**src/swte_pkg.sv**
```systemverilog
// ----------------------------------------------------------------------------
// swte_pkg: shared types for the sliding window trend estimator
// Item structs for the input and result channels, operation codes and FSM states.
// ----------------------------------------------------------------------------
package swte_pkg;

  localparam int MEAN_BITS  = 24;
  localparam int SLOPE_BITS = 25;
  localparam int FILL_BITS  = 5;

  typedef enum logic [0:0] {
    OP_ADD   = 1'b0,
    OP_CLEAR = 1'b1
  } op_t;

  typedef struct packed {
    logic        operation;
    logic [15:0] sample;
  } in_item_t;

  typedef struct packed {
    logic [MEAN_BITS-1:0]  mean_value;
    logic [SLOPE_BITS-1:0] trend_slope;
    logic [FILL_BITS-1:0]  fill_level;
    logic                  window_full;
  } out_item_t;

  typedef enum logic [2:0] {
    ST_IDLE,
    ST_SHIFT,
    ST_ACC,
    ST_DIV,
    ST_OUT
  } state_t;

endpackage

```
**src/swte_cell.sv**
```systemverilog
// ----------------------------------------------------------------------------
// swte_cell: one window slot
// Holds one sample. Shifts toward the head on a slide, loads on a write, and
// rotates its value to the neighbor during the accumulation pass.
// ----------------------------------------------------------------------------
module swte_cell #(
  parameter int SAMPLE_BITS = 16
) (
  input  logic                   clk,
  input  logic                   load,
  input  logic                   shift,
  input  logic [SAMPLE_BITS-1:0] load_data,
  input  logic [SAMPLE_BITS-1:0] neighbor,
  output logic [SAMPLE_BITS-1:0] value
);

  always_ff @(posedge clk) begin
    if (load) begin
      value <= load_data;
    end else if (shift) begin
      value <= neighbor;
    end
  end

endmodule

```
**src/swte_divider.sv**
```systemverilog
// ----------------------------------------------------------------------------
// swte_divider: signed restoring divider
// One quotient bit per cycle; quotient truncated toward zero.
// ----------------------------------------------------------------------------
module swte_divider #(
  parameter int NUM_BITS = 48,
  parameter int DEN_BITS = 24
) (
  input  logic                       clk,
  input  logic                       rst,
  input  logic                       start,
  input  logic signed [NUM_BITS-1:0] numer,
  input  logic        [DEN_BITS-1:0] denom,
  output logic                       busy,
  output logic signed [NUM_BITS-1:0] quot
);

  localparam int CNT_BITS = $clog2(NUM_BITS + 1);

  logic [NUM_BITS-1:0] q;
  logic [DEN_BITS:0]   rem;
  logic [DEN_BITS-1:0] den;
  logic                neg;
  logic [CNT_BITS-1:0] cnt;
  logic [DEN_BITS:0]   trial;
  logic [DEN_BITS:0]   diff;

  assign trial = {rem[DEN_BITS-1:0], q[NUM_BITS-1]};
  assign diff  = trial - {1'b0, den};
  assign quot  = neg ? -$signed(q) : $signed(q);

  always_ff @(posedge clk) begin
    if (rst) begin
      busy <= 1'b0;
      cnt  <= '0;
    end else if (start) begin
      busy <= 1'b1;
      cnt  <= CNT_BITS'(NUM_BITS);
      q    <= numer[NUM_BITS-1] ? NUM_BITS'(-numer) : numer;
      neg  <= numer[NUM_BITS-1];
      den  <= denom;
      rem  <= '0;
    end else if (busy) begin
      if (!diff[DEN_BITS]) begin
        rem <= diff;
        q   <= {q[NUM_BITS-2:0], 1'b1};
      end else begin
        rem <= trial;
        q   <= {q[NUM_BITS-2:0], 1'b0};
      end
      cnt <= cnt - 1'b1;
      if (cnt == CNT_BITS'(1)) begin
        busy <= 1'b0;
      end
    end
  end

endmodule

```
**src/sliding_window_trend_estimator.sv**
```systemverilog
// ----------------------------------------------------------------------------
// sliding_window_trend_estimator: windowed mean and least-squares slope
// Keeps the last WINDOW_LENGTH samples in a row of cells and reports the
// mean and the slope in Q.8 after every item.
// ----------------------------------------------------------------------------
// One item at a time. An add item slides the cell row, rotates the row a full
// lap past one multiply-accumulate, then the mean and slope divisions run one
// after the other on one shared bit-serial divider. A clear item resets the
// window and answers with a zero result. Results pass through a staging
// register into the output register, which holds until taken; while it waits
// the next item is accepted and computed, and its result waits in the staging
// register.
module sliding_window_trend_estimator #(
  parameter int WINDOW_LENGTH = 16,
  parameter int SAMPLE_BITS   = 16
) (
  input  logic                 clk,
  input  logic                 rst,
  input  logic                 in_valid,
  output logic                 in_stall,
  input  swte_pkg::in_item_t   in_item,
  output logic                 out_valid,
  input  logic                 out_stall,
  output swte_pkg::out_item_t  out_item
);
  import swte_pkg::*;

  localparam int CNT_BITS  = $clog2(WINDOW_LENGTH + 1);
  localparam int SUM_BITS  = SAMPLE_BITS + CNT_BITS + 1;
  localparam int D_BITS    = CNT_BITS + 2;
  localparam int S1_BITS   = SAMPLE_BITS + 2 * CNT_BITS + 2;
  localparam int S2_BITS   = 3 * CNT_BITS + 2;
  localparam int MEAN_NUM  = SUM_BITS + 8;
  localparam int SLOPE_NUM = S1_BITS + 9;
  localparam int NUM_BITS  = (MEAN_NUM > SLOPE_NUM) ? MEAN_NUM : SLOPE_NUM;
  localparam int DEN_BITS  = (S2_BITS > CNT_BITS) ? S2_BITS : CNT_BITS;

  state_t state, state_next;

  logic [SAMPLE_BITS-1:0] cells [WINDOW_LENGTH];
  logic [CNT_BITS-1:0]    count;
  logic                   full;
  logic signed [SUM_BITS-1:0] sum;
  logic signed [S1_BITS-1:0]  s1;
  logic        [S2_BITS-1:0]  s2;
  logic [CNT_BITS-1:0]    step;
  logic signed [D_BITS-1:0] d;
  logic                   div_phase;
  logic signed [NUM_BITS-1:0] mean_q;
  out_item_t              res;

  logic slide, rotate, full_now;
  logic [SAMPLE_BITS-1:0] x;

  logic div_start, div_busy;
  logic signed [NUM_BITS-1:0] div_numer, div_quot;
  logic [DEN_BITS-1:0] div_denom;

  assign full_now = (count == CNT_BITS'(WINDOW_LENGTH));
  assign slide    = (state == ST_SHIFT) && full_now;
  assign rotate   = (state == ST_ACC);

  // Row of cells: cell 0 is the oldest. Rotation moves cell 0 to the tail.
  for (genvar i = 0; i < WINDOW_LENGTH; i++) begin : g_cell
    logic load;
    logic [SAMPLE_BITS-1:0] nb;
    assign nb = (i == WINDOW_LENGTH - 1) ? cells[0]
                                         : cells[(i + 1) % WINDOW_LENGTH];
    assign load = (state == ST_SHIFT) &&
                  (full_now ? (i == WINDOW_LENGTH - 1) : (count == CNT_BITS'(i)));
    swte_cell #(.SAMPLE_BITS(SAMPLE_BITS)) u_cell (
      .clk       (clk),
      .load      (load),
      .shift     (slide || rotate),
      .load_data (x),
      .neighbor  (nb),
      .value     (cells[i])
    );
  end

  // Rotation: with a partial fill, rotate a full lap so order comes back.
  logic signed [SAMPLE_BITS-1:0] head;
  logic in_use;
  assign head   = $signed(cells[0]);
  assign in_use = (step < count);

  always_comb begin
    d = D_BITS'(2) * $signed({1'b0, step}) - ($signed({1'b0, count}) - D_BITS'(1));
  end

  // Divider operands
  assign div_start = ((state == ST_ACC) && (step == CNT_BITS'(WINDOW_LENGTH - 1))) ||
                     ((state == ST_DIV) && !div_busy && !div_phase);
  always_comb begin
    if (state == ST_ACC) begin
      div_numer = NUM_BITS'(sum) <<< 8;
      div_denom = DEN_BITS'(count);
    end else begin
      div_numer = NUM_BITS'(s1) <<< 9;
      div_denom = DEN_BITS'(s2);
    end
  end

  swte_divider #(.NUM_BITS(NUM_BITS), .DEN_BITS(DEN_BITS)) u_div (
    .clk   (clk),
    .rst   (rst),
    .start (div_start),
    .numer (div_numer),
    .denom (div_denom),
    .busy  (div_busy),
    .quot  (div_quot)
  );

  function automatic logic [MEAN_BITS-1:0] sat_mean(logic signed [NUM_BITS-1:0] v);
    logic signed [NUM_BITS-1:0] hi, lo;
    hi = NUM_BITS'((64'sd1 <<< (MEAN_BITS - 1)) - 1);
    lo = -hi - 1;
    if (v > hi) return MEAN_BITS'(hi);
    if (v < lo) return MEAN_BITS'(lo);
    return MEAN_BITS'(v);
  endfunction

  function automatic logic [SLOPE_BITS-1:0] sat_slope(logic signed [NUM_BITS-1:0] v);
    logic signed [NUM_BITS-1:0] hi, lo;
    hi = NUM_BITS'((64'sd1 <<< (SLOPE_BITS - 1)) - 1);
    lo = -hi - 1;
    if (v > hi) return SLOPE_BITS'(hi);
    if (v < lo) return SLOPE_BITS'(lo);
    return SLOPE_BITS'(v);
  endfunction

  // Next state
  always_comb begin
    state_next = state;
    unique case (state)
      ST_IDLE: begin
        if (in_valid) begin
          state_next = (in_item.operation == OP_CLEAR) ? ST_OUT : ST_SHIFT;
        end
      end
      ST_SHIFT: state_next = ST_ACC;
      ST_ACC: begin
        if (step == CNT_BITS'(WINDOW_LENGTH - 1)) state_next = ST_DIV;
      end
      ST_DIV: begin
        if (div_phase && !div_busy) state_next = ST_OUT;
      end
      ST_OUT: begin
        if (!out_valid) state_next = ST_IDLE;
      end
      default: state_next = ST_IDLE;
    endcase
  end

  // Outputs of the control
  always_comb begin
    in_stall = (state != ST_IDLE);
  end

  always_ff @(posedge clk) begin
    if (rst) begin
      state       <= ST_IDLE;
      count       <= '0;
      full        <= 1'b0;
      sum         <= '0;
      out_valid   <= 1'b0;
      div_phase   <= 1'b0;
      step        <= '0;
    end else begin
      state <= state_next;
      if (out_valid && !out_stall) out_valid <= 1'b0;
      unique case (state)
        ST_IDLE: begin
          if (in_valid) x <= in_item.sample[SAMPLE_BITS-1:0];
          if (in_valid && in_item.operation == OP_CLEAR) begin
            count <= '0;
            full  <= 1'b0;
            sum   <= '0;
            res   <= '0;
          end
        end
        ST_SHIFT: begin
          if (full_now) begin
            sum <= sum - SUM_BITS'(head) + SUM_BITS'($signed(x));
          end else begin
            sum   <= sum + SUM_BITS'($signed(x));
            count <= count + 1'b1;
            if (count == CNT_BITS'(WINDOW_LENGTH - 1)) full <= 1'b1;
          end
          step <= '0;
          s1   <= '0;
          s2   <= '0;
        end
        ST_ACC: begin
          if (in_use) begin
            s1 <= s1 + S1_BITS'(d * head);
            s2 <= s2 + S2_BITS'(d * d);
          end
          step      <= step + 1'b1;
          div_phase <= 1'b0;
        end
        ST_DIV: begin
          // phase 0: mean done, slope starts; phase 1: slope done
          if (!div_busy) begin
            if (!div_phase) begin
              mean_q    <= div_quot;
              div_phase <= 1'b1;
            end else begin
              res.mean_value  <= sat_mean(mean_q);
              res.trend_slope <= (s2 == '0) ? '0 : sat_slope(div_quot);
              res.fill_level  <= FILL_BITS'(count);
              res.window_full <= full;
            end
          end
        end
        ST_OUT: begin
          if (!out_valid) begin
            out_valid <= 1'b1;
            out_item  <= res;
          end
        end
        default: ;
      endcase
    end
  end

endmodule

```
**config.mk**
```make
export PLATFORM = sky130hd
export DESIGN_NAME = sliding_window_trend_estimator
export DESIGN_NICKNAME = d
export VERILOG_FILES = /design/src/swte_pkg.sv /design/src/swte_cell.sv /design/src/swte_divider.sv /design/src/sliding_window_trend_estimator.sv
export SDC_FILE = /design/constraint.sdc
export NUM_CORES = 1
export LEC_CHECK = 0
export BUFFER_PORTS_ARGS = -buffer_cell sky130_fd_sc_hd__buf_2
export CORE_AREA = 10 10 216 321
export DETAILED_ROUTE_END_ITERATION = 12
export DIE_AREA = 0 0 226 331
export PLACE_DENSITY_LB_ADDON = 0.1
export RECOVER_POWER = 50
export SETUP_SLACK_MARGIN = 0.15
export SYNTH_ARGS = -nofsm -noshare
export SYNTH_HDL_FRONTEND = slang
export SYNTH_SLANG_ARGS = --single-unit
```
**constraint.sdc**
```tcl
create_clock -name clk -period 20.3 [get_ports clk]
set_clock_uncertainty 0.1 [all_clocks]
set_input_delay 2.03 -clock clk [delete_from_list [all_inputs] [get_ports clk]]
set_output_delay 2.03 -clock clk [all_outputs]
set_load 0.05 [all_outputs]
```
==> summary.txt <==
Timing
  – Min Tclk post-route: around 10 ns
  – Relative slew slack: -1.11
  – Worst hold slack: ~0.32 ns
  – Max Freq: 100 MHz
  – Final Hold Fails: 0
  – Setup tns final: 0 ns
  – Worst slew pin tran: about 3.2 ns
  – Final period util: 0.492
  – RSZ-0062 raised after global routing: false
  – Slew Limit Fails: 500
  – Final setup fails: 0

Power
  – Worst VDD drop: 0.0826 mV
  – Sequential Power Share: 0.359
  – Switching share of total power: 0.351
  – PD cells: 106 nW/µm²
  – Int Pwr: between 2 and 3 mW
  – Comb pwr share: 0.372
  – P_sw: 1.42 mW
  – Clock share of power: 0.269
  – Lkg Pwr: between 15 and 20 nW

Finish
  – Layout cells sized above 1: 0.0606
  – Diode count: 0
  – Synthesis-to-finish area growth: 8.20%
  – # fillers: between 5000 and 6000
  – Reg area: approximately 17000 µm²
  – Nets@finish: approximately 3700
  – Area of the multi-input gates: 16500 µm²

Worst setup path
  – Worst path bufs/invs: 6
  – Crit path required time: 20.44 ns
  – Top delay family on crit path: adder cells
  – Reg2Reg Capture Point: s2[16]
  – Start of the worst register-to-register path: count[0]
  – Max stage delay on crit path: approximately 1.2 ns
  – Critical path class: reg2reg
  – Worst r2r path cells: 34
  – Worst path slowest cell: clkbuf_1
  – Worst setup EP type: flop
  – Worst-path maximum fanout: 33
  – Crit path DAT: between 10 and 15 ns
  – Setup crit start kind: flop
  – Reg-to-reg setup timing slack: roughly 10 ns

Yosys
  – Adder-cell share of the synthesized area: 0.167
  – Compound-cell area share of the yosys netlist: 0.119
  – Xor and xnor area share after synthesis: 0.0450
  – Yosys cell types: 82
  – FF+latch count, synth: approximately 580
  – Sequential-to-total area share from yosys stat: 0.483
  – Number of flops mapped to enable cells by yosys: between 500 and 600
  – Post-synth top area cell: edfxtp_1
  – Largest family of logic cells by synthesized area: adder cells
  – Post-Synth Simple-Gate Area: 0.130
  – Top_reg_cell synth: edfxtp_1
  – Mapped Cells: 3298
  – Syn_nets: around 3700
  – Synth area leaders: edfxtp_1 46%, fa_1 10%, ha_1 6.6%, o21ai_0 5.2%, nand2_1 4.9%
  – Synth warn: 0
  – Async S/R FF share, synth: 0
  – Netlist Area Pre-Place: between 30000 and 40000 µm²
  – Top-area cell type share of the netlist area: 0.457
  – Mux cell area share after synthesis: 0.00775
  – Synthesized area per cell: approximately 11 µm²

Floorplan
  – Starting Density: 0.552
  – Die W: approximately 230 µm
  – Overall die area: ~75000 µm²
  – Core ar.: about 64000 µm²
  – I/O pins: 78
  – Rows: between 100 and 150
  – Die Ht: ~330 µm

Clocking
  – Clock slew at reported path FFs: around 0.06 ns
  – Post-cts sizing count: 0
  – Cts bufs inserted: between 50 and 60
  – TritonCTS Sinks: 581
  – Setup bufs post-CTS: 0
  – H-tree Lvls: 2
  – Clock Path Buffers: 3
  – Worst-Skew Late Latency: around 0.64 ns
  – Hold bufs inserted after CTS: 0
  – CTS tree: yes
  – Root Buffer: clkbuf_16

Drt
  – Top routing layer used: met5
  – Post-route ant nets: 0
  – WL met3: around 3500 µm
  – DR vias/cell: ~5.8
  – Routed WL per cell: a little over 20 µm
  – Met2 routed WL: around 47000 µm
  – DRC Markers: 0
  – Detailed router's first-iteration violation count: roughly 1700
  – DRT Wirelength: around 87000 µm
  – Pre-Repair DR Iteration Count: 6
  – Metal-1 WL: 32200 µm
  – Via count: roughly 24000

GRT
  – Largest net degree at the start of global routing: just over 70
  – Vias in the first global route: ~25000
  – Initial antenna violation count: 2
  – Gr usage total: 0.233
  – Grt total ovfl: 0
  – First-pass GRT wire length: roughly 140000 µm

Outcome
  – Failing checks: capacitance limit, slew limit
  – Outcome: finished with violations

Placement
  – Port Buffer Count: 77
  – RD Place Congestion: between 0.9 and 1
  – Detailed placer's ending HPWL: 65100 µm

Job
  – Maxcap violations: 12

Min path
  – Hold Crit Class: reg2reg
  – Hold Path Depth: 0
  – Worst min-delay path endpoint: out_item[36]
  – Hold path start: res[36]
[synth_stat cells (6+ instances only)]
| cell type | n |
|---|---|
| or3_1 | 20 |
| dfxtp_1 | 45 |
| clkbuf_1 | 131 |
| a21oi_1 | 123 |
| and2_1 | 59 |
| nand2_1 | 460 |
| mux2i_1 | 22 |
| o21ai_0 | 364 |
| o211ai_1 | 8 |
| nor4_1 | 10 |
| xnor2_1 | 121 |
| a31oi_1 | 17 |
| ha_1 | 186 |
| a21bo_1 | 23 |
| a22oi_1 | 9 |
| inv_1 | 302 |
| fa_1 | 177 |
| nand3_1 | 35 |
| nor3_1 | 34 |
| nor2_1 | 225 |
| a211oi_1 | 12 |
| o21bai_1 | 16 |
| edfxtp_1 | 536 |
| o21a_1 | 14 |
| and3_1 | 26 |
| o31ai_1 | 19 |
| o41ai_1 | 6 |
| or4_1 | 8 |
| xor2_1 | 60 |
| nand2b_1 | 33 |
| a21o_1 | 38 |
| nor2b_1 | 48 |
| nand4_1 | 13 |
[routing by layer]
layer | GRT usage | vias to the layer above
met2 | 0.443 | 617
met5 | 0 | -
li1 | - | 11400
met4 | 0.112 | 4
met3 | 0.0307 | 227
met1 | 0.249 | 12000
[layout by cell type, fill, tap and decap left out, types with 12 or more instances in the layout]
cell	n
edfxtp_1	536
nand2_1	460
o21ai_0	365
inv_1	302
nor2_1	223
ha_1	186
fa_1	177
a21oi_1	123
xnor2_1	120
buf_2	71
xor2_1	60
clkbuf_16	57
nor2b_1	48
and2_1	45
dfxtp_1	45
a21o_1	38
nand3_1	35
nor3_1	34
nand2b_1	33
clkbuf_1	32
and3_1	25
a21bo_1	23
mux2i_1	22
or3_1	20
o31ai_1	19
a31oi_1	17
o21bai_1	16
o21a_1	14
nand4_1	14
buf_4	14
and2_0	13
a211oi_1	12
[worst register-to-register path: cells and delay by family (launching register included)]
kind	cells	cell delay [ns]
xor+xnor	3	0.40
flops	1	0.30
buf+inv	6	2.21
simple gates	8	1.07
compound gates	9	2.01
fa+ha+maj	8	3.52
[state kept, by name, indices dropped and copies added, names as in the netlist]
register,flops
sum,22
u_div.rem,17
u_div.busy,1
mean_q,37
u_div.neg,1
g_cell.u_cell.value,256
res,55
s1,28
div_phase,1
u_div.cnt,6
out_item,55
state,3
out_valid,1
step,5
u_div.q,37
u_div.den,17
full,1
x,16
count,5
s2,17
[per-stage QoR]
| stage | std cells | instance area, µm² | setup slack, ns | util | total power [mW] |
|---|---|---|---|---|---|
| 2_1_floorplan | 3298 | 35200 | 12.28 | - | 2.58 |
| 3_3_place_gp | 4074 | 36300 | 11.96 | 0.570 | 2.92 |
| 3_5_place_dp | 4074 | 36300 | 11.67 | 0.570 | 2.96 |
| 4_1_cts | 4178 | 38200 | 11.63 | 0.599 | 4.06 |
| 5_1_grt | 4178 | 38100 | 9.75 | 0.597 | 4.29 |
| 6_report | 4178 | 38100 | 10.31 | 0.597 | 4.03 |
[logic make-up after synthesis]
logic type / after synthesis
simple gates: 1001
buf+inv: 444
flops: 581
xor+xnor: 181
fa+ha+maj: 363
mux: 26
compound gates: 702
[area by class of cell]
cell class | instances | share of cell area
sequential | 581 | 0.446
inverter | 303 | 0.0299
multi-input combinational | 2273 | 0.434
clock inverter | 33 | 0.0100
clock buffer | 71 | 0.0394
timing repair buffer | 105 | 0.0141
tap | 812 | 0.0267
[power by group through the flow]
stage / clock [mW] / sequential, mW / combinational [mW]
after detailed placement: 0 / 1.47 / 1.49
after CTS: 1.10 / 1.45 / 1.51
after floorplan: 0 / 1.45 / 1.13
final: 1.08 / 1.45 / 1.50
after global routing: 1.15 / 1.45 / 1.69
after global placement: 0 / 1.47 / 1.45
[how the worst max path moves through the flow]
stage / to / slack [ns] / cells after the start / start
after floorplan: s2[16] / 12.28 / 34 / count[0]
final: s2[16] / 10.31 / 34 / count[0]
after global routing: s2[16] / 9.75 / 34 / count[0]
after global placement: s2[16] / 11.96 / 34 / count[0]
after CTS: s2[16] / 11.63 / 34 / count[0]
after detailed placement: s2[16] / 11.67 / 34 / count[0]
(Power assumes the default switching activity.)
